<file path="src/rtl/ujse_pkg.sv">
`default_nettype none
// ---------------------------------------------------------------------------
// ujse_pkg
// Shared types and constants of the UTF-8 JSON string escaper.
// ---------------------------------------------------------------------------
package ujse_pkg;

	localparam int QDEPTH_DEF = 4;

	localparam logic [7:0] CH_QUOTE  = 8'h22;
	localparam logic [7:0] CH_BSLASH = 8'h5c;
	localparam logic [7:0] CH_U      = 8'h75;
	localparam logic [7:0] CH_ZERO   = 8'h30;

	// output work for one request: opening quote, replacement runs, then a tail
	typedef struct packed {
		logic            open;
		logic [2:0]      repl;
		logic [2:0]      tail_len;
		logic [5:0][7:0] tail;
	} desc_t;

endpackage
`default_nettype wire

</file>
<file path="src/rtl/utf8_json_string_escaper_top.sv">
`default_nettype none
// ---------------------------------------------------------------------------
// utf8_json_string_escaper_top
// Validates a UTF-8 byte stream and emits it as an escaped, quoted JSON string.
// ---------------------------------------------------------------------------
// channel  dir  tdata                 tuser / tlast
// s_*      in   [7:0] byte_value      tuser: end_of_string
// m_*      out  [7:0] out_byte        tlast: last_of_run
//
// one request is taken per cycle while the descriptor queue has room
// each request yields 0 to 24 output bytes, one per cycle from the serializer while m_tready allows
// a request reaches the output through the descriptor queue and then the output register
// reset clears the decoder state (not its pending byte store), the queue pointers and the output valid flag at once
// output stalls fill the queue; input stalls leave the serializer draining
// ---------------------------------------------------------------------------
module utf8_json_string_escaper_top import ujse_pkg::*; #(
	parameter int QDEPTH = QDEPTH_DEF
) (
	input  wire logic       clk,
	input  wire logic       arst_n,
	input  wire logic       s_tvalid,
	output logic            s_tready,
	input  wire logic [7:0] s_tdata,   // [7:0] byte_value
	input  wire logic       s_tuser,   // [0] end_of_string
	output logic            m_tvalid,
	input  wire logic       m_tready,
	output logic [7:0]      m_tdata,   // [7:0] out_byte
	output logic            m_tlast
);

	desc_t f_desc, q_head;
	logic  f_push, q_not_full, q_not_empty, b_pop;

	assign s_tready = q_not_full;

	ujse_front u_front (
		.clk      (clk),
		.arst_n   (arst_n),
		.s_tvalid (s_tvalid),
		.s_tdata  (s_tdata),
		.s_tuser  (s_tuser),
		.q_ready  (q_not_full),
		.push     (f_push),
		.desc     (f_desc)
	);

	ujse_fifo #(.DEPTH(QDEPTH)) u_fifo (
		.clk       (clk),
		.arst_n    (arst_n),
		.push      (f_push),
		.din       (f_desc),
		.not_full  (q_not_full),
		.pop       (b_pop),
		.not_empty (q_not_empty),
		.dout      (q_head)
	);

	ujse_back u_back (
		.clk        (clk),
		.arst_n     (arst_n),
		.head_valid (q_not_empty),
		.head       (q_head),
		.pop        (b_pop),
		.m_tvalid   (m_tvalid),
		.m_tready   (m_tready),
		.m_tdata    (m_tdata),
		.m_tlast    (m_tlast)
	);

endmodule
`default_nettype wire

</file>
<file path="src/rtl/ujse_front.sv">
`default_nettype none
// ---------------------------------------------------------------------------
// ujse_front
// Strict UTF-8 decoder; turns each request that yields output into an output descriptor.
// ---------------------------------------------------------------------------
module ujse_front import ujse_pkg::*; (
	input  wire logic       clk,
	input  wire logic       arst_n,
	input  wire logic       s_tvalid,
	input  wire logic [7:0] s_tdata,
	input  wire logic       s_tuser,
	input  wire logic       q_ready,
	output logic            push,
	output desc_t           desc
);

	typedef struct packed {
		logic            rep1;
		logic            lead;
		logic [1:0]      need;
		logic [20:0]     cp;
		logic [2:0]      len;
		logic [5:0][7:0] tail;
	} start_t;

	logic             in_string_q, in_string_n;
	logic [2:0][7:0]  pend_q, pend_n;
	logic [1:0]       pcnt_q, pcnt_n;
	logic [1:0]       need_q, need_n;
	logic [20:0]      cp_q, cp_n;
	logic             accept;

	function automatic logic [7:0] hex_char(input logic [3:0] n);
		logic [7:0] r;
		r = (n < 4'd10) ? (CH_ZERO + {4'd0, n}) : (8'h57 + {4'd0, n});
		return r;
	endfunction

	function automatic logic [5:0][7:0] u00_tail(input logic [7:0] v);
		logic [5:0][7:0] t;
		t[0] = CH_BSLASH;
		t[1] = CH_U;
		t[2] = CH_ZERO;
		t[3] = CH_ZERO;
		t[4] = hex_char(v[7:4]);
		t[5] = hex_char(v[3:0]);
		return t;
	endfunction

	function automatic start_t start_char(input logic [7:0] c);
		start_t r;
		r = '0;
		if (!c[7]) begin
			if (c == CH_QUOTE || c == CH_BSLASH) begin
				r.len     = 3'd2;
				r.tail[0] = CH_BSLASH;
				r.tail[1] = c;
			end else if (c < 8'h20 || c == 8'h7f) begin
				r.len  = 3'd6;
				r.tail = u00_tail(c);
			end else begin
				r.len     = 3'd1;
				r.tail[0] = c;
			end
		end else if (c >= 8'hc2 && c <= 8'hdf) begin
			r.lead = 1'b1;
			r.need = 2'd1;
			r.cp   = {16'd0, c[4:0]};
		end else if (c >= 8'he0 && c <= 8'hef) begin
			r.lead = 1'b1;
			r.need = 2'd2;
			r.cp   = {17'd0, c[3:0]};
		end else if (c >= 8'hf0 && c <= 8'hf4) begin
			r.lead = 1'b1;
			r.need = 2'd3;
			r.cp   = {18'd0, c[2:0]};
		end else begin
			r.rep1 = 1'b1;
		end
		return r;
	endfunction

	assign accept = s_tvalid && q_ready;

	always_comb begin
		start_t      sc;
		logic [20:0] v;
		logic [1:0]  need_m1;
		logic        bad;
		sc          = '0;
		v           = {cp_q[14:0], s_tdata[5:0]};
		need_m1     = need_q - 2'd1;
		bad         = 1'b0;
		desc        = '0;
		desc.open   = !in_string_q;
		in_string_n = in_string_q;
		pend_n      = pend_q;
		pcnt_n      = pcnt_q;
		need_n      = need_q;
		cp_n        = cp_q;
		if (s_tuser) begin
			desc.repl     = {1'b0, pcnt_q};
			desc.tail_len = 3'd1;
			desc.tail[0]  = CH_QUOTE;
			in_string_n   = 1'b0;
			pcnt_n        = 2'd0;
			need_n        = 2'd0;
			cp_n          = '0;
		end else if (need_q == 2'd0 || s_tdata[7:6] != 2'b10) begin
			in_string_n   = 1'b1;
			sc            = start_char(s_tdata);
			desc.repl     = ((need_q == 2'd0) ? 3'd0 : {1'b0, pcnt_q}) + {2'd0, sc.rep1};
			desc.tail_len = sc.len;
			desc.tail     = sc.tail;
			need_n        = sc.need;
			cp_n          = sc.cp;
			pcnt_n        = sc.lead ? 2'd1 : 2'd0;
			if (sc.lead) begin
				pend_n[0] = s_tdata;
			end
		end else if (need_m1 != 2'd0) begin
			in_string_n    = 1'b1;
			pend_n[pcnt_q] = s_tdata;
			pcnt_n         = pcnt_q + 2'd1;
			need_n         = need_m1;
			cp_n           = v;
		end else begin
			in_string_n = 1'b1;
			bad = (pcnt_q == 2'd2 && v < 21'h000800) ||
			      (pcnt_q == 2'd3 && v < 21'h010000) ||
			      (v >= 21'h00d800 && v <= 21'h00dfff) ||
			      (v > 21'h10ffff);
			if (bad) begin
				desc.repl = {1'b0, pcnt_q} + 3'd1;
			end else if (v <= 21'h00009f) begin
				desc.tail_len = 3'd6;
				desc.tail     = u00_tail(v[7:0]);
			end else begin
				desc.tail[0]      = pend_q[0];
				desc.tail[1]      = pend_q[1];
				desc.tail[2]      = pend_q[2];
				desc.tail[pcnt_q] = s_tdata;
				desc.tail_len     = {1'b0, pcnt_q} + 3'd1;
			end
			pcnt_n = 2'd0;
			need_n = 2'd0;
			cp_n   = '0;
		end
		push = accept && (desc.open || desc.repl != 3'd0 || desc.tail_len != 3'd0);
	end

	always_ff @(posedge clk or negedge arst_n) begin
		if (!arst_n) begin
			in_string_q <= 1'b0;
			pcnt_q      <= 2'd0;
			need_q      <= 2'd0;
			cp_q        <= '0;
		end else if (accept) begin
			in_string_q <= in_string_n;
			pcnt_q      <= pcnt_n;
			need_q      <= need_n;
			cp_q        <= cp_n;
		end
	end

	always_ff @(posedge clk) begin
		if (accept) begin
			pend_q <= pend_n;
		end
	end

endmodule
`default_nettype wire

</file>
<file path="src/rtl/ujse_fifo.sv">
`default_nettype none
// ---------------------------------------------------------------------------
// ujse_fifo
// Short descriptor queue between decoder and serializer.
// ---------------------------------------------------------------------------
module ujse_fifo import ujse_pkg::*; #(
	parameter int DEPTH = QDEPTH_DEF
) (
	input  wire logic  clk,
	input  wire logic  arst_n,
	input  wire logic  push,
	input  wire desc_t din,
	output logic       not_full,
	input  wire logic  pop,
	output logic       not_empty,
	output desc_t      dout
);

	localparam int PW = (DEPTH > 1) ? $clog2(DEPTH) : 1;
	localparam int CW = $clog2(DEPTH + 1);

	desc_t          mem_q [DEPTH];
	logic [PW-1:0]  wr_q, rd_q;
	logic [CW-1:0]  cnt_q;
	logic           do_push, do_pop;

	assign not_full  = cnt_q != CW'(DEPTH);
	assign not_empty = cnt_q != '0;
	assign dout      = mem_q[rd_q];
	assign do_push   = push && not_full;
	assign do_pop    = pop && not_empty;

	always_ff @(posedge clk or negedge arst_n) begin
		if (!arst_n) begin
			wr_q  <= '0;
			rd_q  <= '0;
			cnt_q <= '0;
		end else begin
			if (do_push) begin
				wr_q <= (wr_q == PW'(DEPTH - 1)) ? '0 : wr_q + PW'(1);
			end
			if (do_pop) begin
				rd_q <= (rd_q == PW'(DEPTH - 1)) ? '0 : rd_q + PW'(1);
			end
			if (do_push && !do_pop) begin
				cnt_q <= cnt_q + CW'(1);
			end else if (do_pop && !do_push) begin
				cnt_q <= cnt_q - CW'(1);
			end
		end
	end

	always_ff @(posedge clk) begin
		if (do_push) begin
			mem_q[wr_q] <= din;
		end
	end

endmodule
`default_nettype wire

</file>
<file path="src/rtl/ujse_back.sv">
`default_nettype none
// ---------------------------------------------------------------------------
// ujse_back
// Serializer: walks one descriptor byte by byte into the output register.
// ---------------------------------------------------------------------------
module ujse_back import ujse_pkg::*; (
	input  wire logic       clk,
	input  wire logic       arst_n,
	input  wire logic       head_valid,
	input  wire desc_t      head,
	output logic            pop,
	output logic            m_tvalid,
	input  wire logic       m_tready,
	output logic [7:0]      m_tdata,
	output logic            m_tlast
);

	logic       open_done_q;
	logic [2:0] rep_q;
	logic [2:0] sub_q;
	logic       out_valid_q;
	logic [7:0] out_byte_q;
	logic       out_last_q;
	logic       load, step, in_open, in_repl, last;
	logic [7:0] cur;

	function automatic logic [7:0] repl_char(input logic [2:0] i);
		logic [7:0] r;
		case (i)
			3'd0:    r = CH_BSLASH;
			3'd1:    r = CH_U;
			3'd5:    r = 8'h64;
			default: r = 8'h66;
		endcase
		return r;
	endfunction

	assign load    = !out_valid_q || m_tready;
	assign step    = head_valid && load;
	assign in_open = head.open && !open_done_q;
	assign in_repl = !in_open && (rep_q < head.repl);

	always_comb begin
		if (in_open) begin
			cur  = CH_QUOTE;
			last = (head.repl == 3'd0) && (head.tail_len == 3'd0);
		end else if (in_repl) begin
			cur  = repl_char(sub_q);
			last = (sub_q == 3'd5) && (rep_q + 3'd1 == head.repl) && (head.tail_len == 3'd0);
		end else begin
			cur  = head.tail[sub_q];
			last = (sub_q + 3'd1 == head.tail_len);
		end
	end

	assign pop = step && last;

	always_ff @(posedge clk or negedge arst_n) begin
		if (!arst_n) begin
			open_done_q <= 1'b0;
			rep_q       <= 3'd0;
			sub_q       <= 3'd0;
			out_valid_q <= 1'b0;
		end else begin
			if (step) begin
				if (last) begin
					open_done_q <= 1'b0;
					rep_q       <= 3'd0;
					sub_q       <= 3'd0;
				end else if (in_open) begin
					open_done_q <= 1'b1;
				end else if (in_repl && sub_q == 3'd5) begin
					sub_q <= 3'd0;
					rep_q <= rep_q + 3'd1;
				end else begin
					sub_q <= sub_q + 3'd1;
				end
			end
			if (load) begin
				out_valid_q <= head_valid;
			end
		end
	end

	always_ff @(posedge clk) begin
		if (step) begin
			out_byte_q <= cur;
			out_last_q <= last;
		end
	end

	assign m_tvalid = out_valid_q;
	assign m_tdata  = out_byte_q;
	assign m_tlast  = out_last_q;

endmodule
`default_nettype wire

</file>
<file path="config.mk">
export PLATFORM = sky130hd
export DESIGN_NAME = utf8_json_string_escaper_top
export DESIGN_NICKNAME = d
export VERILOG_FILES = /design/src/rtl/ujse_pkg.sv /design/src/rtl/utf8_json_string_escaper_top.sv /design/src/rtl/ujse_front.sv /design/src/rtl/ujse_fifo.sv /design/src/rtl/ujse_back.sv
export SDC_FILE = /design/constraint.sdc
export NUM_CORES = 1
export LEC_CHECK = 0
export BUFFER_PORTS_ARGS = -buffer_cell sky130_fd_sc_hd__clkbuf_2
export CAP_MARGIN = 20
export CORE_MARGIN = 2
export CORE_UTILIZATION = 35
export CTS_BUF_LIST = sky130_fd_sc_hd__clkbuf_4 sky130_fd_sc_hd__clkbuf_8
export DETAILED_ROUTE_END_ITERATION = 8
export RECOVER_POWER = 100
export REMOVE_ABC_BUFFERS = 1
export SLEW_MARGIN = 15
export SYNTH_ARGS = -nofsm -noshare
export SYNTH_HDL_FRONTEND = slang
export SYNTH_SLANG_ARGS = --single-unit
</file>
<file path="constraint.sdc">
create_clock -name clk -period 5.8 [get_ports clk]
set_input_delay 0.29 -clock clk [delete_from_list [all_inputs] [get_ports clk]]
set_output_delay 0.29 -clock clk [all_outputs]
set_load 0.05 [all_outputs]
</file>
# After elaboration in Yosys (flattened, before gate mapping)

Memories as Yosys holds them, arrays and structs flattened.
Cells that the tools add are included.

Add/sub/neg operators: 16
$mul: 0
Div/mod/pow operators: 0
Magnitude comparators: 21
Equal/unequal tests: 15
Shifts and indexed selects: 0
Multiplexer cells: 68
Bitwise logic cells: 2
Reduce and logical (&&, ||, !) cells: 54

Operator list:

| kind                                                              | count |
|---|---|
| two-way mux 51 bit                                                | 3 |
| two-way mux 54 bit                                                | 2 |
| two-way mux 8 bit                                                 | 11 |
| two-way mux 40 bit                                                | 2 |
| two-way mux 25 bit                                                | 3 |
| two-way mux 24 bit                                                | 3 |
| bitwise mux 48 bit                                                | 1 |
| two-way mux 15 bit                                                | 3 |
| two-way mux 3 bit                                                 | 11 |
| demux 8 bit (select 2 bit)                                        | 2 |
| two-way mux 32 bit                                                | 1 |
| adder 7 x 4 -> 8 bit (first input constant)                       | 3 |
| binary-select mux 8 bit (select 3 bit)                            | 1 |
| bitwise mux 24 bit                                                | 1 |
| >= comparator 8 bit (second input constant)                       | 3 |
| less-or-equal comparator 8 bit (second input constant)            | 3 |
| logical AND 1 bit                                                 | 22 |
| adder 6 x 4 -> 7 bit (first input constant)                       | 3 |
| >= comparator 21 x 16 -> 1 bit (second input constant)            | 1 |
| greater-than comparator 21 bit (second input constant)            | 1 |
| less-or-equal comparator 21 x 16 -> 1 bit (second input constant) | 1 |
| less-or-equal comparator 21 x 8 -> 1 bit (second input constant)  | 1 |
| less-than comparator 21 x 12 -> 1 bit (second input constant)     | 1 |
| less-than comparator 21 x 17 -> 1 bit (second input constant)     | 1 |
| other kinds (37)                                                  | 92 |

Register bits after elaboration: 68
Latch bits: 0
Memory bits (writable): 220
Bits in read-only memories: 0
Output and inout bits: 11
Memories: 1

Memory list:

| name         | words | bits a word | rd ports | clocked after Yosys merged registers in | wr ports | line            | source |
|---|---|---|---|---|---|---|---|
| u_fifo.mem_q | 4     | 55          | 1        | 0                                       | 1        | ujse_fifo.sv:22 | `desc_t mem_q [DEPTH];` |

# Logic depth before layout (Yosys ltp)

Gate-level depths: netlist of the first run.

Depth in word-level cells: 20
Depth in mapped cells: 21
Mapped depth without buffers: 20

# Modules after synthesis

From an unflattened synthesis of the first run, not the netlist that was laid out.

Cells, all modules: 843
Area total of the unflattened synthesis: 13,168.9 µm²

Modules (own cells, without submodules):

| module     | instances | cells an instance | area each (µm²) |
|---|---|---|---|
| ujse_fifo  | 1         | 324               | 8,359.3 |
| ujse_front | 1         | 378               | 3,419.5 |
| ujse_back  | 1         | 141               | 1,390.1 |

# Least setup slack after synthesis of the first run

No wires, ideal clock.

Path kind: input to register
Start: input s_tdata[4]
End: memory u_fifo.mem_q[0][0] in the netlist's numbering (enable)
Setup time: 0.416 ns
Arrival: 3.869 ns
Data required time: 5.384 ns
Slack: 1.514 ns
Cell stages on the path: 16
Buffers on the path: 1
Path through: buf_2 > inv_1 > ha_1 > nand4_1 > a2111oi_0 > nor2_1 > nand2_1 > nor2_1 > ha_1 > ha_1 > nand2_1 > nor2_1 > a21oi_1 > o21ai_1 > o41a_4 > and2_1

RTL lines:

| item        | line                               | source |
|---|---|---|
| from (decl) | utf8_json_string_escaper_top.sv:23 | `input wire logic [7:0] s_tdata,` |
| to (decl)   | ujse_fifo.sv:22                    |  |

==> impl_metrics.py, run 1 <==
metrics = {
    "outcome": {
        "outcome": "finished with violations",
        "violations": "capacitance limit, slew limit",
    },
    "layout": {
        "area_growth_pct": 12.4,
        "final_net_count": 927,
        "layout-drive-gt1-share_pct": 18.6,
        "antenna_cells": 0,
        "fin_util_pct": 39.9,
        "finalInstanceArea_mm2": 0.0142,
        "final_cells": 1382,
    },
    "timing": {
        "relSlewSlack_pct": -32.5,
        "grt_setup_unrepaired": "false",
        "finalHoldViolations": 0,
        "fin_skew_ps": 36.6,
        "finalCritPeriodShare_pct": 85.2,
        "setup_viol_count_final": 0,
        "setup_slack_ps": 860,
        "maxSlewViolCount": 53,
        "hold_ws_ps": 95.5,
        "finalCriticalPeriod_ps": 4940,
        "max_freq_mhz": 202,
        "max_slew.worst_pin.slew_ps": 1990,
        "fin_setup_tns_ps": 0,
    },
    "floorplan": {
        "die_area_mm2": 0.0377,
        "start_util_pct": 35.5,
        "rows": 69,
        "die_w_um": 194,
        "die_y_um": 194,
        "io_pins": 24,
        "core_mm2": 0.0356,
    },
    "place": {
        "portBuffers": 23,
        "dp_hpwl_um": 19700,
        "dpl_cell_area_mm2": 0.0133,
        "gp_congestion": 0.882,
        "dp_cells": 1293,
        "place_ws_ps": 893,
    },
    "routing": {
        "avgRoutedWirePerCell_um": 21.4,
        "final_antenna_net_count": 0,
        "wirelength_um": 29500,
        "vias": 7414,
        "drtIter0Drc": 814,
        "viasPerCell": 5.36,
        "drc": 0,
        "first_pass_iters": 5,
    },
    "clock_network": {
        "clk_pin_slew_ps": 60,
        "cts.sinks": 280,
        "ctsHtreeMaxLevel": 2,
        "cts-root-buf": "clkbuf_8",
        "tritoncts": "yes",
        "ctsLongestPathBuffers": 3,
        "cts_resized": 0,
        "clk_latency_ps": 570,
        "postCtsSetupRepairBufs": 0,
        "cts_buffers": 47,
    },
    "global_routing": {
        "busiest_layer": "met2",
        "grt_remaining_overflow": 0,
        "grt_usage_pct": 15.7,
        "grt.met3_usage_pct": 2.57,
        "first_global_vias": 7501,
        "grt_max_degree": 44,
        "antenna_found_initial": 0,
        "met1_usage_pct": 22.4,
        "grt_pass1_wl_um": 45700,
        "grt_use_met2_pct": 25.2,
    },
    "critical_path": {
        "start_kind": "register",
        "worstPathRequired_ps": 5960,
        "critPathKind": "reg -> reg",
        "end_kind": "register",
        "cp_max_fo": 21,
        "worstPathArrival_ps": 5100,
    },
    "hold_path": {
        "min_path_type": "in -> reg",
    },
    "synthesis": {
        "synth_warnings": 0,
        "synth-main-ff-cell": "edfxtp_1",
        "synth_edf_count": 245,
        "yosys.area_share.simple_pct": 7.85,
        "synth_area_leaders": "edfxtp_1 58%, mux4_2 11%, dfrtp_1 6.9%",
        "syn_area_mm2": 0.0126,
        "synth_xor_area_share_pct": 0.762,
        "synth_compound_area_share_pct": 7.73,
        "ys_seq_area_share_pct": 65.1,
        "netlist_instances": 833,
        "synth_seq_cells": 280,
        "ys_types": 69,
        "synth_top_family_by_area": "multiplexers",
        "synth_adder_area_share_pct": 3.03,
        "synthMuxAreaShare_pct": 13.1,
        "yosys.area.top_type_share_pct": 58.2,
        "synthArstFlopShare_pct": 12.5,
        "syn_area_per_cell_um2": 15.2,
        "yosysTopAreaCell": "edfxtp_1",
    },
    "power": {
        "power_mw": 6.60,
        "p_leak_nw": 4.96,
        "ir_worst_vdd_mv": 0.281,
        "p_per_area_mw_per_mm2": 465,
    },
    "job": {
        "maxCapViolations": 2,
    },
}
[synthesized netlist by cell type, drive strengths merged, types with 3 or more instances]
master and count:
a221oi 4, mux4 59, a211o 3, nor2b 12
nand3 10, nand2b 8, nor4 4, ha 29
o2111ai 3, and2 9, and3 4, or3 5
dfrtp 35, nand4 7, o21a 6, xor2 4
a32oi 4, inv 30, xnor2 7, a211oi 5
o21ai 41, mux2i 6, a21o 6, nor2 44
a21oi 23, clkbuf 32, nand2 74, mux2 23
buf 12, o41ai 3, edfxtp 245, a31oi 11
a22o 11, nor3 21
[area by class of cell]
type | count | area (µm²)
clock buffer | 58 | 736
clock inverter | 28 | 215
fill | 3308 | 21400
inverter | 32 | 120
multi-input combinational | 480 | 4090
sequential | 280 | 8230
tap | 461 | 577
timing repair buffer | 43 | 235
[kinds of logic (layout without fill, tap and decap cells)]
kind of cell             after synthesis  count (layout)
flip-flops                           280             280
AND/OR/NAND/NOR                      205             205
AO/OA/AOI/OAI                        142             142
multiplexers                          88              88
buffers and inverters                 76             161
adder cells (fa/ha/maj)               30              30
XOR/XNOR                              11              11
other                                  1               4
[worst max-delay path: stages, from the launching register on]
cell and delay [ps]:
dfrtp_1 590, nand2_1 170, or3_1 410, or3_1 420
and2_0 220, and2_0 280, o21ai_0 620, o41a_4 330
and2_2 560, clkbuf_1 920
[cells in the final DEF (no fill, tap or decap), types with 20 or more instances in the layout]
| cell | instances |
|---|---|
| a21oi_1 | 23 |
| nand2_1 | 74 |
| o21ai_0 | 38 |
| clkbuf_8 | 48 |
| edfxtp_1 | 245 |
| nor3_1 | 21 |
| mux4_2 | 59 |
| clkbuf_1 | 20 |
| inv_1 | 29 |
| nor2_1 | 44 |
| dfrtp_1 | 34 |
| ha_1 | 29 |
[repair_timing]
| action | CTS | global route |
|---|---|---|
| endpoints found under the hold margin | 36 | 0 |
| hold buffers | 2 | 0 |
| setup endpoints to repair | 0 | 0 |
[power breakdown]
| group | leakage (nW) | switching [mW] | internal, mW |
|---|---|---|---|
| registers | 2.75 | 0.149 | 2.64 |
| clock network | 0.500 | 0.805 | 0.979 |
| logic | 1.70 | 1.23 | 0.797 |
| total | 4.96 | 2.18 | 4.42 |
[path summary, 6_finish.rpt]
| check | slack [ps] | startpoint | cells after the start | to |
|---|---|---|---|---|
| worst min-delay path | 100 | s_tdata[0] | 2 | u_front.cp_q[0] |
| min in group asynchronous | 230 | arst_n | 2 | u_back.sub_q[1] |
| max in group asynchronous | 3570 | arst_n | 3 | u_fifo.rd_q[1] |
| worst max-delay path | 860 | u_front.cp_q[1] | 9 | u_fifo.mem_q[0][38] |
| worst min register to register | 490 | u_fifo.cnt_q[2] | 1 | u_fifo.cnt_q[2] |
| worst max register to register | 860 | u_front.cp_q[1] | 9 | u_fifo.mem_q[0][38] |
[metal layers]
metal | up-vias | wire length, µm
met5 | - | 0
met4 | 0 | 524
met3 | 48 | 1620
met2 | 236 | 13900
met1 | 3773 | 13500
li1 | 3357 | -
[flip-flops by register name, indices dropped and copies added, names as in the netlist]
name	flops
u_fifo.mem_q	212
u_front.need_q	2
u_front.pcnt_q	2
u_back.rep_q	3
u_fifo.cnt_q	3
u_back.m_tlast	1
u_fifo.wr_q	2
u_back.open_done_q	1
u_back.m_tdata	8
u_front.pend_q	24
u_fifo.rd_q	2
u_back.sub_q	3
u_front.cp_q	15
u_front.in_string_q	1
u_back.m_tvalid	1
Note: power is estimated with default switching activity, not from simulation.
==> run 2: changes to the inputs <==
--- a/config.mk
+++ b/config.mk
@@ -7,10 +7,10 @@
 export LEC_CHECK = 0
 export BUFFER_PORTS_ARGS = -buffer_cell sky130_fd_sc_hd__clkbuf_2
 export CAP_MARGIN = 20
-export CORE_MARGIN = 2
-export CORE_UTILIZATION = 35
+export CORE_UTILIZATION = 70
 export CTS_BUF_LIST = sky130_fd_sc_hd__clkbuf_4 sky130_fd_sc_hd__clkbuf_8
 export DETAILED_ROUTE_END_ITERATION = 8
+export PLACE_DENSITY = 0.88
 export RECOVER_POWER = 100
 export REMOVE_ABC_BUFFERS = 1
 export SLEW_MARGIN = 15
==> run 2 against run 1 <==
  * The run still ends with capacitance limit, slew limit left
  * Non-clock buffer count fell by 2
  * First-iteration DRC count rose by 30%
  * Global-route usage rose by 17 points
  * Total power fell by 4.4%
  * Combinational power fell by 5%
  * Worst setup slack improved by 200 ps
  * Worst hold slack improved by 74 ps
  * Sequential power rose by 3%
  * Via count rose by 5.4%
  * Highest routed layer unchanged
  * Count of clock-buffer cells in the layout rose by 1
  * Clock power fell by 15%
  * Critical path type is now in -> reg
  * Routed wire length fell by 2.6%
==> impl_metrics.py, run 2 (synthesis results as in run 1) <==
metrics = {
    "timing": {
        "finalCritPeriodShare_pct": 81.7,
        "setup_viol_count_final": 0,
        "fin_setup_tns_ps": 0,
        "finalHoldViolations": 0,
        "finalCriticalPeriod_ps": 4740,
        "maxSlewViolCount": 36,
        "relSlewSlack_pct": -34.9,
        "grt_setup_unrepaired": "false",
        "fin_skew_ps": 14.7,
        "max_slew.worst_pin.slew_ps": 2020,
        "max_freq_mhz": 211,
    },
    "global_routing": {
        "grt_remaining_overflow": 0,
        "grt_pass1_wl_um": 44400,
        "grt_max_degree": 54,
        "grt_usage_pct": 33.0,
        "first_global_vias": 7839,
        "antenna_found_initial": 0,
    },
    "clock_network": {
        "cts.sinks": 280,
        "tritoncts": "yes",
        "clk_latency_ps": 530,
        "ctsLongestPathBuffers": 3,
        "postCtsSetupRepairBufs": 0,
        "cts_buffers": 43,
        "cts-root-buf": "clkbuf_8",
        "cts-hold-fix-buffers": 2,
        "clk_pin_slew_ps": 60,
        "ctsHtreeMaxLevel": 2,
        "cts_resized": 0,
    },
    "layout": {
        "final_cell_mix": "245 x edfxtp_1, 74 x nand2_1, 59 x mux4_2",
        "fill_cells": 935,
        "layout-drive-gt1-share_pct": 18.1,
        "regMostFlops": "u_fifo.mem_q",
        "fin_util_pct": 78.5,
        "top_regs": "u_fifo.mem_q x212, u_front.pend_q x24, u_front.cp_q x15",
        "final-seq-area_mm2": 0.00824,
        "multiInputGateArea_mm2": 0.00408,
        "area_growth_pct": 8.54,
        "final_common_cell": "edfxtp_1",
        "final_net_count": 921,
        "antenna_cells": 0,
        "largest_reg_flops": 212,
    },
    "floorplan": {
        "io_pins": 24,
        "die_w_um": 136,
        "rows": 48,
        "die_area_mm2": 0.0186,
        "core_mm2": 0.0175,
        "start_util_pct": 72.3,
        "die_y_um": 136,
    },
    "routing": {
        "drtIter0Drc": 1055,
        "drc": 0,
        "vias": 7817,
        "final_antenna_net_count": 0,
        "wirelength_um": 28700,
        "viasPerCell": 6.90,
        "avgRoutedWirePerCell_um": 25.4,
        "first_pass_iters": 7,
    },
    "critical_path": {
        "path_buf_inv": 3,
        "cp.depth": 17,
        "critPathKind": "in -> reg",
        "rr_worst_depth": 9,
        "crit_chain": "clkbuf_1, inv_1, ha_1, nand4_1, a2111oi_0, nor2_1, nand2_1, nor2_1, ha_1, ha_1, nand2_1, nor2_1, a21oi_1, o21ai_0, o41a_4, and2_2, clkbuf_2",
        "end_kind": "register",
        "cp_max_fo": 19,
        "crit_family": "compound AO/OA/AOI/OAI gates",
        "crit_slowest_cell": "a2111oi_0",
        "r2r_end": "u_fifo.mem_q[1][43]",
        "worstPathRequired_ps": 5960,
        "worstPathArrival_ps": 4900,
        "max_stage_delay_ps": 800,
        "start_kind": "primary input",
        "timing.rr.start": "u_front.cp_q[1]",
        "reg2reg_slack_ps": 1110,
        "startpoint": "s_tdata[4]",
        "endpoint": "u_fifo.mem_q[3][53]",
    },
    "place": {
        "dp_hpwl_um": 19800,
        "gp_congestion": 0.976,
        "portBuffers": 23,
    },
    "outcome": {
        "violations": "capacitance limit, slew limit",
        "outcome": "finished with violations",
    },
    "power": {
        "p_per_area_mw_per_mm2": 460,
        "ir_worst_vdd_mv": 0.395,
        "p_leak_nw": 4.87,
    },
    "hold_path": {
        "min_path_type": "in -> reg",
    },
    "job": {
        "maxCapViolations": 1,
    },
}
[run 2: cell count changes in the layout (fill, tap and decap cells not counted), sizes merged]
cell	delta
inv	-3
bufinv	-3
buf	-1
clkinv	-6
[run 2: worst min-delay path by stage]
stage | startpoint | to | depth (start not counted)
2_1_floorplan | arst_n | u_back.m_tvalid | 0
3_3_place_gp | arst_n | u_back.sub_q[0] | 1
3_5_place_dp | arst_n | u_back.sub_q[0] | 1
4_1_cts | s_tdata[0] | u_front.cp_q[0] | 2
5_1_grt | s_tdata[0] | u_front.cp_q[0] | 2
6_report | s_tdata[0] | u_front.cp_q[0] | 2
[run 2: worst register-to-register path: stages, from the launching register on]
cell      delay [ps]
dfrtp_1          620
nand2_1          180
or3_1            420
or3_1            420
and2_0           210
and2_0           270
o21ai_0          760
o41a_4           350
and2_2           520
clkbuf_2         560
[run 2: layout make-up]
cell class                 instances  share of cell area (%)
timing repair buffer              41                    1.56
sequential                       280                    60.0
clock buffer                      59                    5.19
inverter                          32                   0.875
clock inverter                    16                   0.520
multi-input combinational        480                    29.8
tap                              225                    2.05
[run 2: metal layers]
metal  track usage, %  share of wire, %  vias to the layer above
met5                0                 0                        -
met4             14.2               3.4                        0
met3             5.48               8.8                       84
met2             52.8                49                      508
met1             45.5                39                     3891
li1                 -                 -                     3334
[run 2: power breakdown]
group	internal [mW]	leakage (nW)	switching [mW]
logic	0.778	1.70	1.15
registers	2.64	2.75	0.238
clock network	0.793	0.420	0.716
[run 2: through the flow]
step | worst slack [ps] | power [mW] | hold slack, ps | cells | cell area (µm²)
after floorplan | 79.2 | 4.29 | -5.59 | 792 | 12500
after global placement | 1320 | 4.75 | 432 | 1055 | 13000
after detailed placement | 970 | 4.88 | 462 | 1055 | 13000
after CTS | 1250 | 6.37 | 147 | 1132 | 13800
after global routing | 601 | 6.59 | 156 | 1133 | 13700
final | 1060 | 6.31 | 169 | 1133 | 13700
